`config.mk`:
```
export PLATFORM = sky130hd
export DESIGN_NAME = calendar_date_day_number_converter
export DESIGN_NICKNAME = d
export VERILOG_FILES = /design/src/rtl/cddn_pkg.sv /design/src/rtl/calendar_date_day_number_converter.sv /design/src/rtl/cddn_date2num.sv /design/src/rtl/cddn_num2date.sv
export VERILOG_INCLUDE_DIRS = /design/src /design/src/rtl
export SDC_FILE = /design/constraint.sdc
export NUM_CORES = 2
export LEC_CHECK = 0
export BUFFER_PORTS_ARGS = -buffer_cell sky130_fd_sc_hd__buf_2
export CAP_MARGIN = 20
export CORE_ASPECT_RATIO = 0.9
export CORE_MARGIN = 3
export CORE_UTILIZATION = 39
export DETAILED_ROUTE_END_ITERATION = 6
export PLACE_DENSITY_LB_ADDON = 0.08
export SLEW_MARGIN = 20
export SYNTH_ARGS = -nofsm -noshare
export SYNTH_HDL_FRONTEND = slang
export SYNTH_SLANG_ARGS = --single-unit
```
`constraint.sdc`:
```
create_clock -name clk -period 13.5 [get_ports clk]
set_input_delay 0.675 -clock clk [delete_from_list [all_inputs] [get_ports clk]]
set_output_delay 0.675 -clock clk [all_outputs]
set_load 0.05 [all_outputs]
```
`src/rtl/calendar_date_day_number_converter_assert.svh`:
```
// Assertion macros for the calendar date / day number converter
`ifndef CALENDAR_DATE_DAY_NUMBER_CONVERTER_ASSERT_SVH
`define CALENDAR_DATE_DAY_NUMBER_CONVERTER_ASSERT_SVH

// Check that a condition implies a consequence on the same edge
`define CDC_ASSERT_IMP(label, clk, rst_n, cond, cons, msg) \
	label: assert property (@(posedge clk) disable iff (!rst_n) (cond) |-> (cons)) \
		else $error(msg);

// Check that a condition implies a consequence on the next edge
`define CDC_ASSERT_NEXT(label, clk, rst_n, cond, cons, msg) \
	label: assert property (@(posedge clk) disable iff (!rst_n) (cond) |=> (cons)) \
		else $error(msg);

`endif

```
`src/rtl/cddn_pkg.sv`:
```
// Shared types, constants and helpers of the date / day number converter
package cddn_pkg;

	localparam int unsigned MAX_YEAR = 32767;
	localparam int unsigned GAP_YEAR = 1582;
	localparam int unsigned GAP_LAST_DAY = 577736;
	localparam int unsigned GAP_DAYS = 10;

	localparam logic [1:0] ST_OK = 2'd0;
	localparam logic [1:0] ST_BAD_DATE = 2'd1;
	localparam logic [1:0] ST_TOO_LARGE = 2'd2;

	localparam logic REQ_DATE = 1'b0;
	localparam logic REQ_NUMBER = 1'b1;

	// Divide by 100 through a reciprocal multiply, exact below 2^17
	function automatic logic [16:0] div100(input logic [16:0] x);
		logic [35:0] p;
		begin
			p = 36'(x) * 36'd167773;
			return 17'(p >> 24);
		end
	endfunction

	// Remainder by 7 through a reciprocal multiply, exact below 2^25
	function automatic logic [2:0] mod7(input logic [24:0] x);
		logic [50:0] p;
		logic [24:0] q;
		logic [24:0] r;
		begin
			p = 51'(x) * 51'd38347923;
			q = 25'(p >> 28);
			r = x - 25'(q * 25'd7);
			return r[2:0];
		end
	endfunction

	// Days from 1 Jan year 1 to 1 Jan of y (without gap)
	function automatic logic [24:0] days_before_year(input logic [16:0] y);
		logic [16:0] m;
		logic [16:0] q;
		logic [24:0] r;
		begin
			m = y - 17'd1;
			q = div100(m);
			r = 25'(m) * 25'd365 + 25'(m >> 2);
			if (m > 17'(GAP_YEAR))
				r = r - 25'(q) + 25'(q >> 2) + 25'd12;
			return r;
		end
	endfunction

	localparam logic [23:0] MAX_DAY = 24'(days_before_year(17'(MAX_YEAR + 1)) - 25'd1
		- 25'(GAP_DAYS));

	function automatic logic is_leap(input logic [14:0] y);
		logic [16:0] q;
		begin
			q = div100({2'b0, y});
			if (y[1:0] != 2'd0) return 1'b0;
			if (y <= 15'(GAP_YEAR)) return 1'b1;
			if ({2'b0, y} != 17'(q * 17'd100)) return 1'b1;
			return q[1:0] == 2'd0;
		end
	endfunction

	function automatic logic [4:0] month_len(input logic [3:0] m, input logic leap);
		begin
			case (m)
				4'd1, 4'd3, 4'd5, 4'd7, 4'd8, 4'd10, 4'd12: return 5'd31;
				4'd4, 4'd6, 4'd9, 4'd11: return 5'd30;
				4'd2: return leap ? 5'd29 : 5'd28;
				default: return 5'd0;
			endcase
		end
	endfunction

	// Days before the first of month m in a year
	function automatic logic [8:0] days_before_month(input logic [3:0] m, input logic leap);
		logic [8:0] r;
		begin
			case (m)
				4'd1: r = 9'd0;
				4'd2: r = 9'd31;
				4'd3: r = 9'd59;
				4'd4: r = 9'd90;
				4'd5: r = 9'd120;
				4'd6: r = 9'd151;
				4'd7: r = 9'd181;
				4'd8: r = 9'd212;
				4'd9: r = 9'd243;
				4'd10: r = 9'd273;
				4'd11: r = 9'd304;
				default: r = 9'd334;
			endcase
			if (leap && m > 4'd2) r = r + 9'd1;
			return r;
		end
	endfunction

	typedef struct packed {
		logic        vld;
		logic        req;
	} ctl_t;

endpackage

```
`src/rtl/calendar_date_day_number_converter.sv`:
```
// Top level of the calendar date / day number converter
// A word taken with start passes the registers s1, s2 and s3 before its result shows with done.
// Throughput: one word per cycle; busy stays low, the pipeline never stalls.
// The stage depth is set by the year offset adders and the year estimate multiply.
// Reset clears the valid bits of the pipeline; payload registers are not reset.
// The receiver cannot stall: the done strobe marks each result for one cycle.
module calendar_date_day_number_converter (
	input  logic        clk,
	input  logic        arst_n,
	input  logic        start,
	output logic        busy,
	input  logic        req_type,
	input  logic [4:0]  day_in,
	input  logic [3:0]  month_in,
	input  logic [14:0] year_in,
	input  logic [23:0] day_number_in,
	output logic        done,
	output logic [23:0] day_number_out,
	output logic [4:0]  day_out,
	output logic [3:0]  month_out,
	output logic [14:0] year_out,
	output logic [2:0]  weekday,
	output logic [1:0]  status
);
	import cddn_pkg::*;
	`include "calendar_date_day_number_converter_assert.svh"

	ctl_t        ctl_s1, ctl_s2, ctl_s3;
	logic [4:0]  d_s1, d_s2, d_s3;
	logic [3:0]  m_s1, m_s2, m_s3;
	logic [14:0] y_s1, y_s2, y_s3;
	logic [23:0] n_s1, n_s2, n_s3;
	logic [23:0] dn_num;
	logic        dn_bad, nd_big;
	logic [4:0]  nd_d;
	logic [3:0]  nd_m;
	logic [14:0] nd_y;

	assign busy = 1'b0;

	cddn_date2num u_d2n (.clk(clk), .day_in(day_in), .month_in(month_in),
		.year_in(year_in), .num(dn_num), .bad(dn_bad));
	cddn_num2date u_n2d (.clk(clk), .day_number_in(day_number_in), .d(nd_d),
		.m(nd_m), .y(nd_y), .too_large(nd_big));

	// Advance the control and echo words
	always_ff @(posedge clk or negedge arst_n) begin
		if (!arst_n) begin
			ctl_s1 <= '0;
			ctl_s2 <= '0;
			ctl_s3 <= '0;
		end else begin
			ctl_s1 <= '{vld: start, req: req_type};
			ctl_s2 <= ctl_s1;
			ctl_s3 <= ctl_s2;
		end
	end

	always_ff @(posedge clk) begin
		d_s1 <= day_in; m_s1 <= month_in; y_s1 <= year_in; n_s1 <= day_number_in;
		d_s2 <= d_s1; m_s2 <= m_s1; y_s2 <= y_s1; n_s2 <= n_s1;
		d_s3 <= d_s2; m_s3 <= m_s2; y_s3 <= y_s2; n_s3 <= n_s2;
	end

	// Build the result word
	logic [23:0] num_c;
	logic        err_c;
	logic [24:0] wk_c;
	always_comb begin
		day_number_out = '0; day_out = '0; month_out = '0; year_out = '0;
		weekday = '0; status = ST_OK;
		if (ctl_s3.req == REQ_DATE) begin
			num_c = dn_num;
			err_c = dn_bad;
			status = dn_bad ? ST_BAD_DATE : ST_OK;
			day_out = d_s3; month_out = m_s3; year_out = y_s3;
		end else begin
			num_c = n_s3;
			err_c = nd_big;
			status = nd_big ? ST_TOO_LARGE : ST_OK;
			day_out = nd_d; month_out = nd_m; year_out = nd_y;
		end
		wk_c = 25'(num_c) + 25'd5;
		day_number_out = num_c;
		weekday = mod7(wk_c);
		if (err_c) begin
			day_number_out = '0; day_out = '0; month_out = '0; year_out = '0;
			weekday = '0;
		end
	end

	assign done = ctl_s3.vld;

	`CDC_ASSERT_NEXT(a_start_flows, clk, arst_n, start, ctl_s1.vld, "start lost")
	`CDC_ASSERT_IMP(a_ok_month, clk, arst_n, done && status == ST_OK,
		month_out >= 4'd1 && month_out <= 4'd12, "bad month on ok")
	`CDC_ASSERT_IMP(a_err_zero, clk, arst_n, done && status != ST_OK,
		day_number_out == 24'd0 && year_out == 15'd0, "error word not cleared")
endmodule

```
`src/rtl/cddn_date2num.sv`:
```
// Date to day number path: validation, year offset, month offset, gap fix
module cddn_date2num (
	input  logic        clk,
	input  logic [4:0]  day_in,
	input  logic [3:0]  month_in,
	input  logic [14:0] year_in,
	output logic [23:0] num,
	output logic        bad
);
	import cddn_pkg::*;

	logic        bad_s1;
	logic [24:0] ybase_s1;
	logic [8:0]  moff_s1;
	logic [4:0]  d_s1;
	logic [24:0] sum_s2;
	logic        bad_s2;
	logic [23:0] num_s3;
	logic        bad_s3;

	logic leap_c;
	assign leap_c = is_leap(year_in);

	// Stage 1: check the date, look up year and month offsets
	always_ff @(posedge clk) begin
		ybase_s1 <= days_before_year({2'b0, year_in});
		moff_s1 <= days_before_month(month_in, leap_c);
		d_s1 <= day_in;
		bad_s1 <= (year_in == 15'd0) || (month_in == 4'd0) || (month_in > 4'd12) ||
			(day_in == 5'd0) || (day_in > month_len(month_in, leap_c)) ||
			((year_in == 15'(GAP_YEAR)) && (month_in == 4'd10) &&
			 (day_in >= 5'd5) && (day_in <= 5'd14));
	end

	// Stage 2: add the parts
	always_ff @(posedge clk) begin
		sum_s2 <= ybase_s1 + 25'(moff_s1) + 25'(d_s1) - 25'd1;
		bad_s2 <= bad_s1;
	end

	// Stage 3: drop the gap days past 4 Oct 1582
	always_ff @(posedge clk) begin
		num_s3 <= (sum_s2 > 25'(GAP_LAST_DAY)) ? 24'(sum_s2 - 25'(GAP_DAYS))
			: sum_s2[23:0];
		bad_s3 <= bad_s2;
	end

	assign num = num_s3;
	assign bad = bad_s3;
endmodule

```
`src/rtl/cddn_num2date.sv`:
```
// Day number to date path: gap fix, year estimate and correction, month search
module cddn_num2date (
	input  logic        clk,
	input  logic [23:0] day_number_in,
	output logic [4:0]  d,
	output logic [3:0]  m,
	output logic [14:0] y,
	output logic        too_large
);
	import cddn_pkg::*;

	logic [23:0] raw_s1;
	logic [16:0] yest_s1;
	logic        big_s1;
	logic [23:0] raw_s2;
	logic [16:0] y_s2;
	logic [24:0] b0_s2, b1_s2, b2_s2;
	logic        big_s2;
	logic [8:0]  doy_s3;
	logic [14:0] y_s3;
	logic        leap_s3, big_s3;

	logic [23:0] raw_c;
	logic [41:0] prod_c;
	assign raw_c = (day_number_in > 24'(GAP_LAST_DAY)) ? day_number_in + 24'(GAP_DAYS)
		: day_number_in;
	// Estimate year as raw*400/146097 via a reciprocal, corrected later
	assign prod_c = 42'(raw_c) * 42'd183738;

	// Stage 1: gap fix and year estimate (within one of the true year)
	always_ff @(posedge clk) begin
		raw_s1 <= raw_c;
		yest_s1 <= 17'(prod_c >> 26) + 17'd1;
		big_s1 <= day_number_in > MAX_DAY;
	end

	// Stage 2: year starts around the estimate
	always_ff @(posedge clk) begin
		raw_s2 <= raw_s1;
		y_s2 <= yest_s1;
		b0_s2 <= (yest_s1 > 17'd1) ? days_before_year(yest_s1) : 25'd0;
		b1_s2 <= days_before_year(yest_s1 + 17'd1);
		b2_s2 <= days_before_year(yest_s1 + 17'd2);
		big_s2 <= big_s1;
	end

	// Stage 3: pick the year and day of year
	always_ff @(posedge clk) begin
		logic [16:0] yy;
		logic [24:0] base;
		if (25'(raw_s2) < b0_s2) begin
			yy = y_s2 - 17'd1;
			base = days_before_year(yy);
		end else if (25'(raw_s2) < b1_s2) begin
			yy = y_s2;
			base = b0_s2;
		end else if (25'(raw_s2) < b2_s2) begin
			yy = y_s2 + 17'd1;
			base = b1_s2;
		end else begin
			yy = y_s2 + 17'd2;
			base = b2_s2;
		end
		y_s3 <= yy[14:0];
		doy_s3 <= 9'(25'(raw_s2) - base);
		leap_s3 <= is_leap(yy[14:0]);
		big_s3 <= big_s2;
	end

	// Find the month from the day of year
	always_comb begin
		logic [3:0] k;
		m = 4'd1;
		for (int i = 2; i <= 12; i++) begin
			k = 4'(i);
			if (doy_s3 >= days_before_month(k, leap_s3)) m = k;
		end
	end

	assign d = 5'(doy_s3 - days_before_month(m, leap_s3)) + 5'd1;
	assign y = y_s3;
	assign too_large = big_s3;
endmodule

```
==> results.sh <==
export IMPL_status="finished clean"
export IMPL_hold_path_startpoint="req_type"
export IMPL_timing_rr_end="u_n2d.doy_s3[5]"
export IMPL_report_final_slew_viol_count=0
export IMPL_clk_latency_ps=660
export IMPL_grt_pass1_wl_um=404000
export IMPL_setup_worst_path_end_class="output port"
export IMPL_dr_pass1_iters=7
export IMPL_setup_viol_count_final=0
export IMPL_clockRootBuffer="clkbuf_16"
export IMPL_fill_cells=22600
export IMPL_cp_required_ps=12820
export IMPL_cts_sinks=419
export IMPL_row_count=166
export IMPL_crit_slowest_cell="or4b_2"
export IMPL_drive_gt1_share_pct=4.95
export IMPL_fin_tns_setup_ps=0
export IMPL_hpwl_um=230000
export IMPL_worst_pin_slew_ps=1050
export IMPL_area_growth_syn_to_layout_pct=8.04
export IMPL_drtIter0Drc=3149
export IMPL_die_x_um=513
export IMPL_mappedNetlistNets=12800
export IMPL_wl_per_cell_um=20.3
export IMPL_syn_avg_cell_area_um2=9.60
export IMPL_grt_setup_unrepaired="no"
export IMPL_cts_setup_buffers=0
export IMPL_floorplan_die_area_um2=237000
export IMPL_cp_max_fo=62
export IMPL_core_um2=228000
export IMPL_relSlewSlack_pct=29.4
export IMPL_cap_violations=0
export IMPL_place_congestion=0.898
export IMPL_drc_errors=0
export IMPL_hold_end="ctl_s1[0]"
export IMPL_finalCritPeriodShare_pct=94.0
export IMPL_path_clk_slew_ps=60
export IMPL_fin_ws_ps=813
export IMPL_period_minus_slack_ps=12690
export IMPL_netlist_cell_type_count=93
export IMPL_r2r_cells=43
export IMPL_antenna_found_initial=16
export IMPL_ys_warn_count=0
export IMPL_cts_tree="built"
export IMPL_grt_max_degree=63
export IMPL_critical_path_reg2reg_startpoint="u_n2d.y_s2[0]"
export IMPL_io_pins=107
export IMPL_hold_violations=0
export IMPL_holdPathStages=1
export IMPL_grt_pass1_vias=66600
export IMPL_crit_path_start_kind="flip-flop"
export IMPL_ant_nets=0
export IMPL_ys_ff_latch=419
export IMPL_synthArstFlopShare_pct=1.43
export IMPL_final_area_um2=97300
export IMPL_crit_arrival_ps=12010
export IMPL_synthesis_area_um2=90100
export IMPL_cts_max_level=2
export IMPL_grt_total_usage_pct=22.1
export IMPL_ys_seq_area_share_pct=9.35
export IMPL_overflow=0
export IMPL_routed_wl_um=258000
export IMPL_hold_class="in2reg"
export IMPL_fmax_ghz=0.0788
export IMPL_port_buffers=105
export IMPL_r2r_slack_ps=860
export IMPL_path_class="reg2out"
export IMPL_final_nets=13100
export IMPL_start_util_pct=39.4
export IMPL_synth_ff_type="dfxtp_1"
export IMPL_placed_cell_area_um2=95500
export IMPL_crit_top_cell="xnor2_1"
export IMPL_finClkSkew_ps=65.0
export IMPL_cts_buffer_depth=3
export IMPL_viasPerCell=4.96
export IMPL_dp_slack_ps=354
export IMPL_syn_inst=9379
export IMPL_slowest_delay_ps=680
export IMPL_cts_made_buffers=48
export IMPL_num_vias=63000
export IMPL_synth_edf_count=0
export IMPL_fp_dieH_um=462
## layout make-up
class / count / area (um2) / share of cell area, %
clock inverter: 32 / 483 / 0.496
inverter: 2393 / 8980 / 9.23
antenna: 4 / 10.0 / 0.0103
sequential: 419 / 8420 / 8.66
multi-input combinational: 6486 / 72500 / 74.5
clock buffer: 56 / 1260 / 1.30
tap: 3024 / 3780 / 3.89
timing repair buffer: 285 / 1890 / 1.94
## critical path: cells and delay by family (launching register included)
kind | cells | cell delay (ps)
compound gates | 6 | 1090
xor+xnor | 10 | 1970
fa+ha+maj | 10 | 4260
buf+inv | 5 | 900
flops | 1 | 580
mux | 1 | 260
simple gates | 11 | 2310
## metal layers
metal | GRT usage [%] | share of wire (%)
met4 | 3.27 | 1.5
met2 | 34.0 | 43
met1 | 34.0 | 52
met5 | 0 | 0.0050
met3 | 2.23 | 4.3
## cells in the mapped netlist (30+ instances only)
library cell / number / area (um2)
inv_1: 2393 / 8980
ha_1: 2055 / 25700
fa_1: 1335 / 26700
dfxtp_1: 413 / 8270
xnor2_1: 381 / 3340
nor2_1: 344 / 1290
a21oi_1: 311 / 1560
nand2_1: 265 / 995
o21ai_0: 232 / 1160
xor2_1: 177 / 1550
a21o_1: 171 / 1280
nand3_1: 134 / 671
nor3_1: 118 / 591
clkbuf_1: 69 / 259
mux2i_1: 63 / 631
nand2b_1: 61 / 382
o21bai_1: 58 / 435
and3_1: 57 / 357
nor2b_1: 55 / 344
nand4_1: 51 / 319
o21a_1: 48 / 360
or3_1: 45 / 282
or2_2: 40 / 250
a211oi_1: 39 / 293
o211ai_1: 37 / 278
and2_1: 34 / 213
a31oi_1: 31 / 194
nor4_1: 30 / 188
## cell usage in the layout (no fill, tap or decap), types with 37 or more instances in the layout
| cell type | Yosys | routed |
|---|---|---|
| nand3_1 | 134 | 134 |
| inv_1 | 2393 | 2393 |
| o21a_1 | 48 | 48 |
| xor2_1 | 177 | 177 |
| clkbuf_16 | 0 | 48 |
| nand2_1 | 265 | 265 |
| a211oi_1 | 39 | 39 |
| nor3_1 | 118 | 116 |
| nor2b_1 | 55 | 55 |
| nand2b_1 | 61 | 61 |
| a21oi_1 | 311 | 310 |
| a21o_1 | 171 | 171 |
| and3_1 | 57 | 57 |
| buf_4 | 2 | 178 |
| dfxtp_1 | 413 | 413 |
| o21bai_1 | 58 | 58 |
| or2_2 | 40 | 40 |
| o211ai_1 | 37 | 37 |
| buf_2 | 3 | 105 |
| ha_1 | 2055 | 2055 |
| nand4_1 | 51 | 51 |
| o21ai_0 | 232 | 232 |
| xnor2_1 | 381 | 372 |
| nor2_1 | 344 | 343 |
| or3_1 | 45 | 45 |
| fa_1 | 1335 | 1335 |
| mux2i_1 | 63 | 63 |
## worst max-delay path by stage
stage	from	to	slack (ps)	cells after the start
CTS	u_n2d.y_s2[0]	u_n2d.doy_s3[7]	360	44
floorplan	ctl_s3[0]	weekday[2]	1120	47
detailed placement	u_n2d.y_s2[0]	u_n2d.doy_s3[7]	350	44
finish	ctl_s3[0]	weekday[2]	810	43
global placement	u_n2d.y_s2[0]	u_n2d.doy_s3[7]	470	44
global route	ctl_s3[0]	weekday[2]	6	43
## stage by stage
stage | hold WS [ps] | cells | util [%]
after floorplan | 310 | 9379 | -
after global placement | 310 | 12600 | 41.8
after detailed placement | 312 | 12600 | 41.8
after CTS | 99.0 | 12700 | 42.6
after global routing | 105 | 12700 | 42.6
final | 141 | 12700 | 42.6
## sequential cells by signal, indices dropped and copies added, names as in the netlist, 5 cells and up
signal,count
u_n2d.y_s2,17
y_s1,15
u_d2n.ybase_s1,25
d_s2,5
n_s3,24
y_s3,15
d_s3,5
u_d2n.num,24
n_s1,23
y_s2,15
u_d2n.sum_s2,25
u_n2d.b0_s2,25
u_n2d.raw_s1,24
u_n2d.b2_s2,25
u_n2d.y,15
n_s2,23
u_d2n.moff_s1,9
u_n2d.raw_s2,24
u_n2d.doy_s3,9
u_n2d.b1_s2,25
u_n2d.yest_s1,17
u_d2n.d_s1,5
## kinds of logic (layout without fill, tap and decap cells)
| group | after synthesis | count (layout) | share of synthesized area, % |
|---|---|---|---|
| buffers and inverters | 2474 | 2766 | 10.3 |
| adders and majority gates | 3391 | 3391 | 58.2 |
| AOI/OAI and AO/OA | 1144 | 1144 | 8.37 |
| xor gates and xnor gates | 565 | 565 | 5.61 |
| other | 1 | 5 | 0.00416 |
| DFF | 419 | 419 | 9.35 |
| and+or+nand+nor | 1301 | 1301 | 7.15 |
| muxes | 84 | 84 | 0.967 |
## timing repair
action	CTS	global route
endpoints found under the hold margin	6	0
hold buffers	1	0
setup endpoints to repair	0	7
gates resized for setup	0	11
Power is left out: the tool's default activity adds up to more than one toggle a clock period on the data nets, which glitch-free logic cannot reach.
